$ cat src/hw/rtl/dtfp_pkg.sv
// ----------------------------------------------------------------------------
// Decimal text parser package
// Shared constants, character codes, types and the decimal weight table.
// ----------------------------------------------------------------------------
package dtfp_pkg;

   localparam int DEF_VALUE_BITS  = 48;
   localparam int DEF_FRAC_DIGITS = 4;
   localparam int DEF_COUNT_BITS  = 8;

   localparam int QUEUE_DEPTH    = 4;
   localparam int QUEUE_PTR_BITS = 2;

   // Nine times ten to the sixth fits in 24 bits.
   localparam int WEIGHT_BITS = 24;
   localparam int EXP_BITS    = 3;

   localparam logic [7:0] CHAR_MINUS = 8'h2D;
   localparam logic [7:0] CHAR_POINT = 8'h2E;
   localparam logic [7:0] CHAR_ZERO  = 8'h30;
   localparam logic [7:0] CHAR_NINE  = 8'h39;

   typedef enum logic [1:0] {
      PH_START,
      PH_SIGNED,
      PH_INT,
      PH_FRAC
   } phase_type;

   typedef struct packed {
      logic       is_digit;
      logic       is_minus;
      logic       is_point;
      logic [3:0] digit;
   } char_class_type;

   typedef struct packed {
      logic           valid;
      char_class_type cls;
   } queue_head_type;

   function automatic logic [WEIGHT_BITS-1:0] pow10(input logic [EXP_BITS-1:0] k);
      logic [WEIGHT_BITS-1:0] r;
      case (k)
         3'd0:    r = WEIGHT_BITS'(1);
         3'd1:    r = WEIGHT_BITS'(10);
         3'd2:    r = WEIGHT_BITS'(100);
         3'd3:    r = WEIGHT_BITS'(1000);
         3'd4:    r = WEIGHT_BITS'(10000);
         3'd5:    r = WEIGHT_BITS'(100000);
         3'd6:    r = WEIGHT_BITS'(1000000);
         default: r = '0;
      endcase
      return r;
   endfunction

endpackage

$ cat src/hw/rtl/dtfp_front.sv
// ----------------------------------------------------------------------------
// Decimal text parser front end
// Accepts characters, classifies them and holds them in a short queue.
// ----------------------------------------------------------------------------
module dtfp_front (
   input  logic                   clock,
   input  logic                   reset,
   input  logic                   req_valid,
   output logic                   req_stall,
   input  logic [7:0]             req_ch,
   output dtfp_pkg::queue_head_type head,
   input  logic                   pop
);
   import dtfp_pkg::*;

   localparam logic [QUEUE_PTR_BITS:0] FULL_COUNT = (QUEUE_PTR_BITS + 1)'(QUEUE_DEPTH);

   char_class_type              entry_ff [QUEUE_DEPTH];
   logic [QUEUE_PTR_BITS-1:0]   wr_ptr_ff, wr_ptr_in;
   logic [QUEUE_PTR_BITS-1:0]   rd_ptr_ff, rd_ptr_in;
   logic [QUEUE_PTR_BITS:0]     count_ff, count_in;
   char_class_type              cls;
   logic                        push;
   logic                        do_pop;

   always_comb begin
      cls.is_digit = req_ch inside {[CHAR_ZERO:CHAR_NINE]};
      cls.is_minus = (req_ch == CHAR_MINUS);
      cls.is_point = (req_ch == CHAR_POINT);
      cls.digit    = cls.is_digit ? 4'(req_ch - CHAR_ZERO) : 4'd0;
   end

   assign req_stall  = (count_ff == FULL_COUNT);
   assign push       = req_valid && !req_stall;
   assign do_pop     = pop && (count_ff != '0);
   assign head.valid = (count_ff != '0);
   assign head.cls   = entry_ff[rd_ptr_ff];

   always_comb begin
      wr_ptr_in = push ? wr_ptr_ff + 1'b1 : wr_ptr_ff;
      rd_ptr_in = do_pop ? rd_ptr_ff + 1'b1 : rd_ptr_ff;
      count_in  = count_ff;
      if (push && !do_pop) begin
         count_in = count_ff + 1'b1;
      end else if (!push && do_pop) begin
         count_in = count_ff - 1'b1;
      end
   end

   always_ff @(posedge clock) begin
      if (reset) begin
         wr_ptr_ff <= '0;
         rd_ptr_ff <= '0;
         count_ff  <= '0;
      end else begin
         wr_ptr_ff <= wr_ptr_in;
         rd_ptr_ff <= rd_ptr_in;
         count_ff  <= count_in;
      end
   end

   always_ff @(posedge clock) begin
      if (push) begin
         entry_ff[wr_ptr_ff] <= cls;
      end
   end

endmodule

$ cat src/hw/rtl/dtfp_back.sv
// ----------------------------------------------------------------------------
// Decimal text parser back end
// Runs the number state machine and the accumulator and holds the result.
// ----------------------------------------------------------------------------
module dtfp_back #(
   parameter int VALUE_BITS  = dtfp_pkg::DEF_VALUE_BITS,
   parameter int FRAC_DIGITS = dtfp_pkg::DEF_FRAC_DIGITS,
   parameter int COUNT_BITS  = dtfp_pkg::DEF_COUNT_BITS
) (
   input  logic                     clock,
   input  logic                     reset,
   input  dtfp_pkg::queue_head_type head,
   output logic                     pop,
   output logic                     rsp_valid,
   input  logic                     rsp_stall,
   output logic [VALUE_BITS-1:0]    rsp_value,
   output logic [COUNT_BITS-1:0]    rsp_consumed,
   output logic                     rsp_error,
   output logic                     rsp_overflow
);
   import dtfp_pkg::*;

   localparam int MAG_BITS  = VALUE_BITS - 1;
   localparam int SUM_BITS  = VALUE_BITS + 4;
   localparam int FRAC_BITS = $clog2(FRAC_DIGITS + 1);
   localparam logic [SUM_BITS-1:0]  LIMIT = SUM_BITS'({MAG_BITS{1'b1}});
   localparam logic [FRAC_BITS-1:0] FRAC_MAX = FRAC_BITS'(FRAC_DIGITS);
   localparam logic [EXP_BITS-1:0]  INT_EXP = EXP_BITS'(FRAC_DIGITS);
   localparam logic [EXP_BITS-1:0]  FRAC_TOP_EXP = EXP_BITS'(FRAC_DIGITS - 1);

   phase_type               phase_ff, phase_in;
   logic                    negative_ff, negative_in;
   logic [MAG_BITS-1:0]     mag_ff, mag_in;
   logic [COUNT_BITS-1:0]   count_ff, count_in;
   logic [FRAC_BITS-1:0]    frac_ff, frac_in;
   logic                    sat_ff, sat_in;
   logic                    rsp_valid_ff, rsp_valid_in;
   logic [VALUE_BITS-1:0]   rsp_value_ff;
   logic [COUNT_BITS-1:0]   rsp_consumed_ff;
   logic                    rsp_error_ff;
   logic                    rsp_overflow_ff;

   char_class_type          cls;
   logic                    out_free;
   logic                    emit;
   logic                    emit_err;
   logic                    do_acc;
   logic                    by_ten;
   logic                    do_count;
   logic                    take_frac;
   logic [EXP_BITS-1:0]     exp_sel;
   logic [WEIGHT_BITS-1:0]  weight;
   logic [SUM_BITS-1:0]     wide_mag;
   logic [SUM_BITS-1:0]     sum;
   logic                    over;
   logic [COUNT_BITS-1:0]   count_inc;
   logic [VALUE_BITS-1:0]   value_pos;

   assign cls      = head.cls;
   assign out_free = !rsp_valid_ff || !rsp_stall;
   assign take_frac = cls.is_digit && (frac_ff < FRAC_MAX);

   always_comb begin
      emit     = 1'b0;
      emit_err = 1'b0;
      do_acc   = 1'b0;
      by_ten   = 1'b1;
      do_count = 1'b0;
      case (phase_ff)
         PH_START: begin
            if (cls.is_minus) begin
               do_count = 1'b1;
            end else if (cls.is_digit) begin
               do_acc   = 1'b1;
               do_count = 1'b1;
            end else begin
               emit     = 1'b1;
               emit_err = 1'b1;
            end
         end
         PH_SIGNED: begin
            if (cls.is_digit) begin
               do_acc   = 1'b1;
               do_count = 1'b1;
            end else begin
               emit     = 1'b1;
               emit_err = 1'b1;
            end
         end
         PH_INT: begin
            if (cls.is_digit) begin
               do_acc   = 1'b1;
               do_count = 1'b1;
            end else if (cls.is_point) begin
               do_count = 1'b1;
            end else begin
               emit = 1'b1;
            end
         end
         PH_FRAC: begin
            if (take_frac) begin
               do_acc   = 1'b1;
               by_ten   = 1'b0;
               do_count = 1'b1;
            end else begin
               emit = 1'b1;
            end
         end
         default: begin
            emit = 1'b1;
         end
      endcase
   end

   assign pop = head.valid && (!emit || out_free);

   always_comb begin
      phase_in = phase_ff;
      if (pop) begin
         case (phase_ff)
            PH_START: begin
               if (cls.is_minus) begin
                  phase_in = PH_SIGNED;
               end else if (cls.is_digit) begin
                  phase_in = PH_INT;
               end else begin
                  phase_in = PH_START;
               end
            end
            PH_SIGNED: phase_in = cls.is_digit ? PH_INT : PH_START;
            PH_INT: begin
               if (cls.is_digit) begin
                  phase_in = PH_INT;
               end else if (cls.is_point) begin
                  phase_in = PH_FRAC;
               end else begin
                  phase_in = PH_START;
               end
            end
            PH_FRAC: phase_in = take_frac ? PH_FRAC : PH_START;
            default: phase_in = PH_START;
         endcase
      end
   end

   always_comb begin
      exp_sel   = by_ten ? INT_EXP : FRAC_TOP_EXP - EXP_BITS'(frac_ff);
      weight    = WEIGHT_BITS'(WEIGHT_BITS'(cls.digit) * pow10(exp_sel));
      wide_mag  = SUM_BITS'(mag_ff);
      sum       = (by_ten ? (wide_mag << 3) + (wide_mag << 1) : wide_mag)
                  + SUM_BITS'(weight);
      over      = sat_ff || (sum > LIMIT);
      count_inc = (count_ff == '1) ? count_ff : count_ff + 1'b1;
      value_pos = VALUE_BITS'(mag_ff);

      negative_in = negative_ff;
      mag_in      = mag_ff;
      count_in    = count_ff;
      frac_in     = frac_ff;
      sat_in      = sat_ff;
      if (pop) begin
         if (emit) begin
            negative_in = 1'b0;
            mag_in      = '0;
            count_in    = '0;
            frac_in     = '0;
            sat_in      = 1'b0;
         end else begin
            if (phase_ff == PH_START && cls.is_minus) begin
               negative_in = 1'b1;
            end
            if (do_acc) begin
               mag_in = over ? LIMIT[MAG_BITS-1:0] : sum[MAG_BITS-1:0];
               sat_in = over;
            end
            if (do_acc && !by_ten) begin
               frac_in = frac_ff + 1'b1;
            end
            if (do_count) begin
               count_in = count_inc;
            end
         end
      end

      rsp_valid_in = rsp_valid_ff && rsp_stall;
      if (pop && emit) begin
         rsp_valid_in = 1'b1;
      end
   end

   always_ff @(posedge clock) begin
      if (reset) begin
         phase_ff     <= PH_START;
         negative_ff  <= 1'b0;
         mag_ff       <= '0;
         count_ff     <= '0;
         frac_ff      <= '0;
         sat_ff       <= 1'b0;
         rsp_valid_ff <= 1'b0;
      end else begin
         phase_ff     <= phase_in;
         negative_ff  <= negative_in;
         mag_ff       <= mag_in;
         count_ff     <= count_in;
         frac_ff      <= frac_in;
         sat_ff       <= sat_in;
         rsp_valid_ff <= rsp_valid_in;
      end
   end

   always_ff @(posedge clock) begin
      if (pop && emit) begin
         if (emit_err) begin
            rsp_value_ff    <= '0;
            rsp_consumed_ff <= '0;
            rsp_error_ff    <= 1'b1;
            rsp_overflow_ff <= 1'b0;
         end else begin
            rsp_value_ff    <= negative_ff ? '0 - value_pos : value_pos;
            rsp_consumed_ff <= count_ff;
            rsp_error_ff    <= 1'b0;
            rsp_overflow_ff <= sat_ff;
         end
      end
   end

   assign rsp_valid    = rsp_valid_ff;
   assign rsp_value    = rsp_value_ff;
   assign rsp_consumed = rsp_consumed_ff;
   assign rsp_error    = rsp_error_ff;
   assign rsp_overflow = rsp_overflow_ff;

endmodule

$ cat src/hw/rtl/decimal_text_to_fixed_parser_core.sv
// ----------------------------------------------------------------------------
// Decimal text to fixed-point parser
// Parses a stream of ASCII characters into signed fixed-point numbers.
// ----------------------------------------------------------------------------
// Channel   Direction  Handshake          Payload
// req       in         req_valid/stall    req_ch
// rsp       out        rsp_valid/stall    rsp_value, rsp_consumed, rsp_error,
//                                         rsp_overflow
//
// One character is taken per cycle while req_stall is low; the character that
// ends the number is queued, popped once the output is free and its result
// registered. The back end sets the rate, updating the accumulator with a
// multiply-by-ten and add per integer digit and an add per fraction digit.
// A four-entry queue separates the sides, so req_stall rises only when it fills.
// Reset is synchronous and returns the parser to the start of a number.
// ----------------------------------------------------------------------------
module decimal_text_to_fixed_parser_core #(
   parameter int VALUE_BITS  = dtfp_pkg::DEF_VALUE_BITS,
   parameter int FRAC_DIGITS = dtfp_pkg::DEF_FRAC_DIGITS,
   parameter int COUNT_BITS  = dtfp_pkg::DEF_COUNT_BITS
) (
   input  logic                  clock,
   input  logic                  reset,
   input  logic                  req_valid,
   output logic                  req_stall,
   input  logic [7:0]            req_ch,
   output logic                  rsp_valid,
   input  logic                  rsp_stall,
   output logic [VALUE_BITS-1:0] rsp_value,
   output logic [COUNT_BITS-1:0] rsp_consumed,
   output logic                  rsp_error,
   output logic                  rsp_overflow
);
   import dtfp_pkg::*;

   queue_head_type head;
   logic           pop;

   dtfp_front u_front (
      .clock     (clock),
      .reset     (reset),
      .req_valid (req_valid),
      .req_stall (req_stall),
      .req_ch    (req_ch),
      .head      (head),
      .pop       (pop)
   );

   dtfp_back #(
      .VALUE_BITS  (VALUE_BITS),
      .FRAC_DIGITS (FRAC_DIGITS),
      .COUNT_BITS  (COUNT_BITS)
   ) u_back (
      .clock        (clock),
      .reset        (reset),
      .head         (head),
      .pop          (pop),
      .rsp_valid    (rsp_valid),
      .rsp_stall    (rsp_stall),
      .rsp_value    (rsp_value),
      .rsp_consumed (rsp_consumed),
      .rsp_error    (rsp_error),
      .rsp_overflow (rsp_overflow)
   );

   a_pop_needs_entry : assert property (@(posedge clock) disable iff (reset)
      pop |-> head.valid)
      else $error("Back end popped an empty queue.");

   a_accept_fills_queue : assert property (@(posedge clock) disable iff (reset)
      (req_valid && !req_stall && !reset) |=> head.valid)
      else $error("Accepted transaction did not reach the queue.");

   a_error_fields : assert property (@(posedge clock) disable iff (reset)
      (rsp_valid && rsp_error) |-> (rsp_value == '0 && rsp_consumed == '0
                                    && !rsp_overflow))
      else $error("Error result carries a nonzero payload.");

endmodule
$ cat config.mk
export PLATFORM = sky130hd
export DESIGN_NAME = decimal_text_to_fixed_parser_core
export DESIGN_NICKNAME = d
export VERILOG_FILES = /design/src/hw/rtl/dtfp_pkg.sv /design/src/hw/rtl/dtfp_front.sv /design/src/hw/rtl/dtfp_back.sv /design/src/hw/rtl/decimal_text_to_fixed_parser_core.sv
export SDC_FILE = /design/constraint.sdc
export NUM_CORES = 1
export LEC_CHECK = 0
export ABC_AREA = 1
export ABC_CLOCK_PERIOD_IN_PS = 7100
export BUFFER_PORTS_ARGS = -buffer_cell sky130_fd_sc_hd__buf_2
export CAP_MARGIN = 10
export CELL_PAD_IN_SITES_DETAIL_PLACEMENT = 2
export CELL_PAD_IN_SITES_GLOBAL_PLACEMENT = 2
export CORE_ASPECT_RATIO = 1.25
export CORE_MARGIN = 3
export CORE_UTILIZATION = 32
export CTS_CLUSTER_DIAMETER = 200
export DETAILED_ROUTE_END_ITERATION = 10
export GPL_TIMING_DRIVEN = 0
export PLACE_DENSITY = 0.74
export REMOVE_ABC_BUFFERS = 1
export SETUP_SLACK_MARGIN = 0.15
export SKIP_CTS_REPAIR_TIMING = 1
export SLEW_MARGIN = 20
export SYNTH_ARGS = -nofsm -noshare
export SYNTH_HDL_FRONTEND = slang
export SYNTH_HIERARCHICAL = 1
export SYNTH_SLANG_ARGS = --single-unit
$ cat constraint.sdc
create_clock -name clock -period 7.1 [get_ports clock]
set_input_delay 1.42 -clock clock [delete_from_list [all_inputs] [get_ports clock]]
set_output_delay 1.42 -clock clock [all_outputs]
set_load 0.05 [all_outputs]
==> results.md, run 1 <==
- Status: complete, no violations
- Clock Tree Root: clkbuf_16
- Async S/R FF share, synth: 0%
- Unrepaired setup endpoints after global routing: true
- Worst-skew pair later-pin latency: 460 ps
- Setup slack, reg-to-reg: 130 ps
- Hold EP: u_back/count_ff[7]$_SDFFE_PP0P_
- Global-route wire length before repair: 97.55 mm
- DRC Markers: 0
- DRT iter0 DRCs: 622
- Slowest stage delay, CP: 580 ps
- Vias per std cell: 5.195
- # rows: 90
- Share of layout cells above drive strength 1: 15.66%
- Critical path peak fanout: 8
- Crit path capture type: flip-flop
- Compound-Gate Fraction of Synth Area: 15.96%
- Cell Area, Placed: 0.01695 mm^2
- Hold Crit Class: flip-flop to flip-flop
- Area grow syn2layout: 17.68%
- Vias in the first global route: 17,850
- Largest family of logic cells by synthesized area: simple AND/OR/NAND/NOR gates
- CTS buffer count: 17
- Synth cell types: 60
- EDFF count, synth: 86
- DPL Wire Length: 50.45 mm
- Final Max Tran Viols: 0
- Startpoint types: flip-flop
- Most frequent cells in the layout: nand2_1 (556), inv_1 (376), nor2_1 (245)
- RR Endpoint: u_back/mag_ff[11]$_SDFFE_PP0P_
- Routed Antenna Nets: 0
- Vias after detailed routing: 16,480
- Simple-gate share of the synthesized area: 29.93%
- Largest net degree at the start of global routing: 64
- Final Setup Violations: 0
- Final Wtd Congestion: 0.8832
- Adder-Cell Fraction of Synth Area: 13.20%
- Routed wire length: 67.19 mm
- Synthesized area: 0.01585 mm^2
- MaxCap Viol Count: 0
- Die ar.: 0.05225 mm^2
- Syn avg cell area: 6.649 um^2
- Req. time, crit path: 7420 ps
- Starting density of the core: 32.58%
- Synth Register Bits: 158
- Ant diodes: 0
- Initial antenna violation count: 0
- Hold Path Depth: 1
- CTS tree: built
- WP data arrival: 7290 ps
- Crit-path slowest cell: fa_1
- Die height: 254.8 um
- Most common cell after layout, fill and taps aside: nand2_1
- Die width: 205.1 um
- Post-Syn Instances: 2,384
- Ports: 72
- Part of the cycle the worst path needs: 98.22%
- Post-synthesis mux area share: 0%
- Main synth FF type: edfxtp_1
- Avg WL per Cell: 21.18 um
- Worst-path clk slew: 70 ps
- Final layout net count: 2,675
- Min-delay src: u_back/count_ff[7]$_SDFFE_PP0P_
- Core Area: 0.04865 mm^2
- Clock sinks: 158
- Worst-Margin Slew: 1358 ps
- Fmax: 143.4 MHz
- Gr ovfl total: 0
- YS warnings: 6
- Register area share after synthesis: 25.39%
- H-tree levels: 4
- GRT Overall Usage: 23.86%
- Final Hold Violating Endpoints: 0
- I/O Buffers: 71
- Worst R2R Path Depth: 38
- FILL cells: 5,914
- Worst Skew: 16.41 ps
- CTS max path bufs: 2
- Post-route cell area: 0.01865 mm^2
- TritonRoute pass-1 iters: 4
- Crit path time final: 6974 ps
- Xor/xnor share of the synthesized area: 3.979%
- Crit Path Class: flip-flop to flip-flop
- Most used cell, CP: nand2_1
- Rel. slew slack: 9.365%
## per-layer routing
metal | global-route usage (%) | part of all wire [%]
met5 | 0 | 0
met2 | 47.63 | 56
met1 | 25.03 | 38
met3 | 2.595 | 1.9
met4 | 10.00 | 5.0
## how the worst max path moves through the flow
stage / start / endpoint / slack (ps) / cells past startpoint
finish: flip-flop / u_back/mag_ff[11]$_SDFFE_PP0P_ / 130 / 38
global route: flip-flop / u_back/mag_ff[11]$_SDFFE_PP0P_ / -230 / 39
CTS: flip-flop / u_back/mag_ff[44]$_SDFFE_PP0P_ / -3120 / 34
detailed placement: flip-flop / u_back/mag_ff[11]$_SDFFE_PP0P_ / -3030 / 34
global placement: flip-flop / u_back/mag_ff[18]$_SDFFE_PP0P_ / -4430 / 34
floorplan: flip-flop / u_back/mag_ff[0]$_SDFFE_PP0P_ / -980 / 33
## final cells by class
type / instances / area (um^2) / share of cell area (%)
multi-input cells: 1797 / 10790 / 57.83
flip-flops and latches: 158 / 4033 / 21.62
clock inverters: 12 / 122.6 / 0.6574
repair buffers: 120 / 787.0 / 4.219
well taps: 644 / 805.8 / 4.320
repair inverters: 3 / 33.78 / 0.1811
clock buffers: 20 / 457.9 / 2.455
inverters: 418 / 1625 / 8.713
## state kept, by name, summed over array words and instances, names as in the netlist, named ones only
| register | flops |
|---|---|
| u_back/phase_ff | 2 |
| u_back/rsp_error | 1 |
| u_front/wr_ptr_ff | 2 |
| u_back/rsp_value | 48 |
| u_front/count_ff | 3 |
| u_back/frac_ff | 3 |
| u_back/mag_ff | 47 |
| u_back/rsp_overflow | 1 |
| u_front/entry_ff | 28 |
| u_front/rd_ptr_ff | 2 |
| u_back/rsp_consumed | 8 |
| u_back/rsp_valid | 1 |
| u_back/sat_ff | 1 |
| u_back/count_ff | 8 |
| u_back/negative_ff | 1 |
## Yosys cell counts (all sizes together), types with 2 or more instances
master	number	area, um^2
nand2	594	2330
inv	417	1568
nor2	300	1257
a21oi	223	1191
o21ai	153	773.3
ha	116	1451
nand3	101	563.1
edfxtp	86	2582
dfxtp	72	1441
nor3	42	261.5
xnor2	37	324.1
xor2	35	306.5
fa	32	640.6
clkbuf	29	110.1
nand4	21	131.4
a22oi	18	135.1
buf	17	141.4
o22ai	14	87.58
o21bai	11	82.58
nor4	9	56.30
a31oi	8	65.06
o21a	8	60.06
or2	8	50.05
a21o	6	45.04
nand3b	6	45.04
nor3b	4	30.03
a211oi	2	15.01
a21boi	2	15.01
a221oi	2	17.52
conb	2	7.510
## worst max-delay path: cells and delay by family, from the launching register on
| family | cells | cell delay, ps |
|---|---|---|
| flops | 1 | 430 |
| compound gates | 12 | 1810 |
| simple gates | 12 | 1610 |
| xor+xnor | 1 | 160 |
| fa+ha+maj | 4 | 1790 |
| buf+inv | 9 | 980 |
## kinds of logic after synthesis
logic type,count (synthesis)
simple gates,1088
buf+inv,464
compound gates,452
flops,158
fa+ha+maj,148
xor+xnor,72
other cells,2
## stage by stage
| stage | utilization [%] | TNS, ps | instances | setup slack [ps] | hold slack, ps |
|---|---|---|---|---|---|
| finish | 38.34 | 0 | 3172 | 126.2 | 472.9 |
| global placement | 34.67 | -254530 | 3081 | -4425 | 439.2 |
| CTS | 36.03 | -146280 | 3117 | -3116 | 474.8 |
| detailed placement | 34.84 | -143090 | 3085 | -3032 | 464.5 |
| global route | 38.34 | -8845 | 3172 | -234.4 | 506.2 |
| floorplan | - | -46450 | 2366 | -980.2 | 427.0 |
Power of run 1 is not shown: default switching activity piles up to over one toggle a cycle in this logic, so the estimate is an artifact.
==> inputs of run 2 (changes only) <==
- ABC_AREA: 1 -> default
- ABC_CLOCK_PERIOD_IN_PS: 7100 -> 6150
- CORE_UTILIZATION: 32 -> 35
- SETUP_SLACK_MARGIN: 0.15 -> 0.2
- clock period: 7.1 -> 6.15 ns (I/O delays scaled with it)
==> run 2 against run 1 <==
Compared with the run above: the run now ends with negative setup slack left; non-clock buffer count increased by 4; area after synthesis decreased by 9.3%; worst hold slack improved by 27 ps; worst setup slack got worse by 2200 ps; via count decreased by 18%; die area decreased by 17%; cell count decreased by 26%; critical path depth decreased by 3; first-iteration DRC count decreased by 5.0%; sequential share of layout area increased by 2.3 points; register-to-register slack got worse by 2200 ps; highest routed layer unchanged.
==> results.md, run 2 <==
- Status: finished with violations (was complete, no violations)
- Failing checks: negative setup slack
- Clock Tree Root: clkbuf_16 (unchanged)
- Final Max Tran Viols: 0 (unchanged)
- Synth Register Bits: 158 (unchanged)
- Final Wtd Congestion: 0.8524 (was 0.8832)
- YS warnings: 6 (unchanged)
- Routed Antenna Nets: 0 (unchanged)
- Initial antenna violation count: 0 (unchanged)
- Worst Skew: 17.22 ps (was 16.41 ps)
- Worst-Margin Slew: 917.6 ps (was 1358 ps)
- Avg WL per Cell: 22.18 um (was 21.18 um)
- Vias per std cell: 5.737 (was 5.195)
- Gr ovfl total: 0 (unchanged)
- Crit path capture type: flip-flop (unchanged)
- Async S/R FF share, synth: 0% (unchanged)
- Synthesized area: 0.01438 mm^2 (was 0.01585 mm^2)
- Vias after detailed routing: 13,500 (was 16,480)
- Rel. slew slack: 38.83% (was 9.365%)
- Ports: 72 (unchanged)
- Syn avg cell area: 8.442 um^2 (was 6.649 um^2)
- EDFF count, synth: 86 (unchanged)
- Area leader, netlist: edfxtp_1 (unchanged)
- Crit Path Class: flip-flop to flip-flop (unchanged)
- Area grow syn2layout: 17.41% (was 17.68%)
- CTS tree: built (unchanged)
- Leakage power: 7.117 nW
- H-tree levels: 4 (unchanged)
- Post-place setup slack: -5458 ps (was -3032 ps)
- Startpoint types: flip-flop (unchanged)
- Routed wire length: 52.21 mm (was 67.19 mm)
- FILL cells: 4,509 (was 5,914)
- Share of layout cells above drive strength 1: 15.43% (was 15.66%)
- Fin util: 41.86% (was 38.34%)
- Sequential cell area: 0.004034 mm^2 (was 0.004033 mm^2)
- Unrepaired setup endpoints after global routing: true (unchanged)
- Yosys top cell area share: 17.96% (was 16.29%)
- Final Hold Violating Endpoints: 0 (unchanged)
- Clock sinks: 158 (unchanged)
- Largest net degree at the start of global routing: 63 (was 64)
- Synth cell types: 89 (was 60)
- Part of the cycle the worst path needs: 133.0% (was 98.22%)
- Most frequent cells in the layout: nand2_1 (156), nor2_1 (155), a21oi_1 (122) (was nand2_1 (556), inv_1 (376), nor2_1 (245))
- Req. time, crit path: 6560 ps (was 7420 ps)
- Die ar.: 0.04356 mm^2 (was 0.05225 mm^2)
- Area of the multi-input gates: 0.01033 mm^2 (was 0.01079 mm^2)
- Vias in the first global route: 14,420 (was 17,850)
- DRC Markers: 0 (unchanged)
- MaxCap Viol Count: 0 (unchanged)
- Post-Syn Instances: 1,703 (was 2,384)
- WP data arrival: 8590 ps (was 7290 ps)
- Most common cell after layout, fill and taps aside: nand2_1 (unchanged)
- Register area share after synthesis: 27.99% (was 25.39%)
- CTS buffer count: 17 (unchanged)
- Die width: 187.3 um (was 205.1 um)
- Global-route wire length before repair: 79.14 mm (was 97.55 mm)
- Crit-path slowest cell: mux4_2 (was fa_1)
- Ant diodes: 0 (unchanged)
- Worst-path clk slew: 70 ps (about the same)
- DRT iter0 DRCs: 591 (was 622)
- Critical path peak fanout: 9 (was 8)
- Top cells by area, synth: edfxtp_1 (18%), ha_1 (10%), dfxtp_1 (10%) (was edfxtp_1 (16%), nand2_1 (13%), inv_1 (9.3%))
- Worst hold margin: 500.1 ps (was 472.9 ps)
- Peak supply drop: 0.2479 mV
- CTS max path bufs: 2 (unchanged)
- Core Area: 0.04032 mm^2 (was 0.04865 mm^2)
- Power per cell area: 562.0 mW/mm^2
- Worst-skew pair later-pin latency: 480 ps (was 460 ps)
- Die height: 232.6 um (was 254.8 um)
- I/O Buffers: 71 (unchanged)
- Overall Power: 9.486 mW
- Main synth FF type: edfxtp_1 (unchanged)
- Crit path time final: 8179 ps (was 6974 ps)
- TritonRoute pass-1 iters: 5 (was 4)
- Largest register FFs: 48 (unchanged)
- Min setup slack post-route: -2029 ps (was 126.2 ps)
- Setup TNS: -91,690 ps (was 0 ps)
- Fmax: 122.3 MHz (was 143.4 MHz)
- Final Setup Violations: 48 (was 0)
- Starting density of the core: 35.65% (was 32.58%)
- Final layout net count: 1,955 (was 2,675)
- Hold Crit Class: flip-flop to flip-flop (unchanged)
- DPL Wire Length: 38.15 mm (was 50.45 mm)
- Slowest stage delay, CP: 610 ps (was 580 ps)
- Top-count cell post-synth: nor2_1 (was nand2_1)
- # rows: 82 (was 90)
- GRT Overall Usage: 22.78% (was 23.86%)
- Most frequent cells after synthesis: nor2_1 (164), nand2_1 (160), a21oi_1 (128) (was nand2_1 (568), inv_1 (391), nor2_1 (267))
## run 2: worst max-delay path: cells and delay by family, from the launching register on
kind,cells,cell delay (ps)
xor+xnor,1,100
flops,1,380
simple gates,10,1960
mux,2,960
buf+inv,4,500
fa+ha+maj,4,1610
compound gates,14,2580
## run 2: metrics by stage
| step | cells | area (um^2) |
|---|---|---|
| after global routing | 2354 | 16880 |
| after detailed placement | 2275 | 15440 |
| after global placement | 2267 | 15190 |
| after floorplan | 1650 | 14150 |
| final | 2354 | 16880 |
| after CTS | 2307 | 16010 |
## run 2: final cells by class
class | instances | share of cell area (%)
multi-input cells | 1405 | 61.22
clock inverters | 15 | 0.8599
flip-flops and latches | 158 | 23.90
well taps | 546 | 4.047
inverters | 89 | 1.994
clock buffers | 17 | 2.520
repair buffers | 124 | 5.463
## run 2: power by group
group	leakage [nW]	switching, mW	total [mW]	internal, mW
sequential	1.41	0.277	1.72	1.44
combinational	5.43	4.17	6.70	2.53
clock	0.279	0.530	1.07	0.538
total	7.12	4.97	9.49	4.51
## run 2: path summary, 6_finish.rpt
kind                                    endpoint  slack [ps]                        startpoint  cells after the start
hold / removal       u_back/rsp_valid$_SDFF_PP0_         500       u_back/rsp_valid$_SDFF_PP0_                      2
setup reg to reg  u_back/mag_ff[46]$_SDFFE_PP0P_       -2030  u_front/entry_ff[3][6]$_DFFE_PP_                     35
setup / recovery  u_back/mag_ff[46]$_SDFFE_PP0P_       -2030  u_front/entry_ff[3][6]$_DFFE_PP_                     35
hold reg to reg      u_back/rsp_valid$_SDFF_PP0_         500       u_back/rsp_valid$_SDFF_PP0_                      2
## run 2: cells by family after synthesis
family                     synth area share, %
xor gates and xnor gates                 8.346
and+or+nand+nor                          20.45
muxes                                    1.810
DFF                                      27.99
adders and majority gates                14.55
AOI/OAI and AO/OA                        22.19
buffers and inverters                    4.604
other                                  0.05224
## run 2: layer usage
metal,share of wire [%],GRT usage [%],up-vias
met4,4.0,9.549,0
met3,2.1,2.758,101
met1,40,24.77,6856
met5,0,0,-
met2,54,44.29,197
li1,-,-,6350
(Power assumes the default switching activity.)
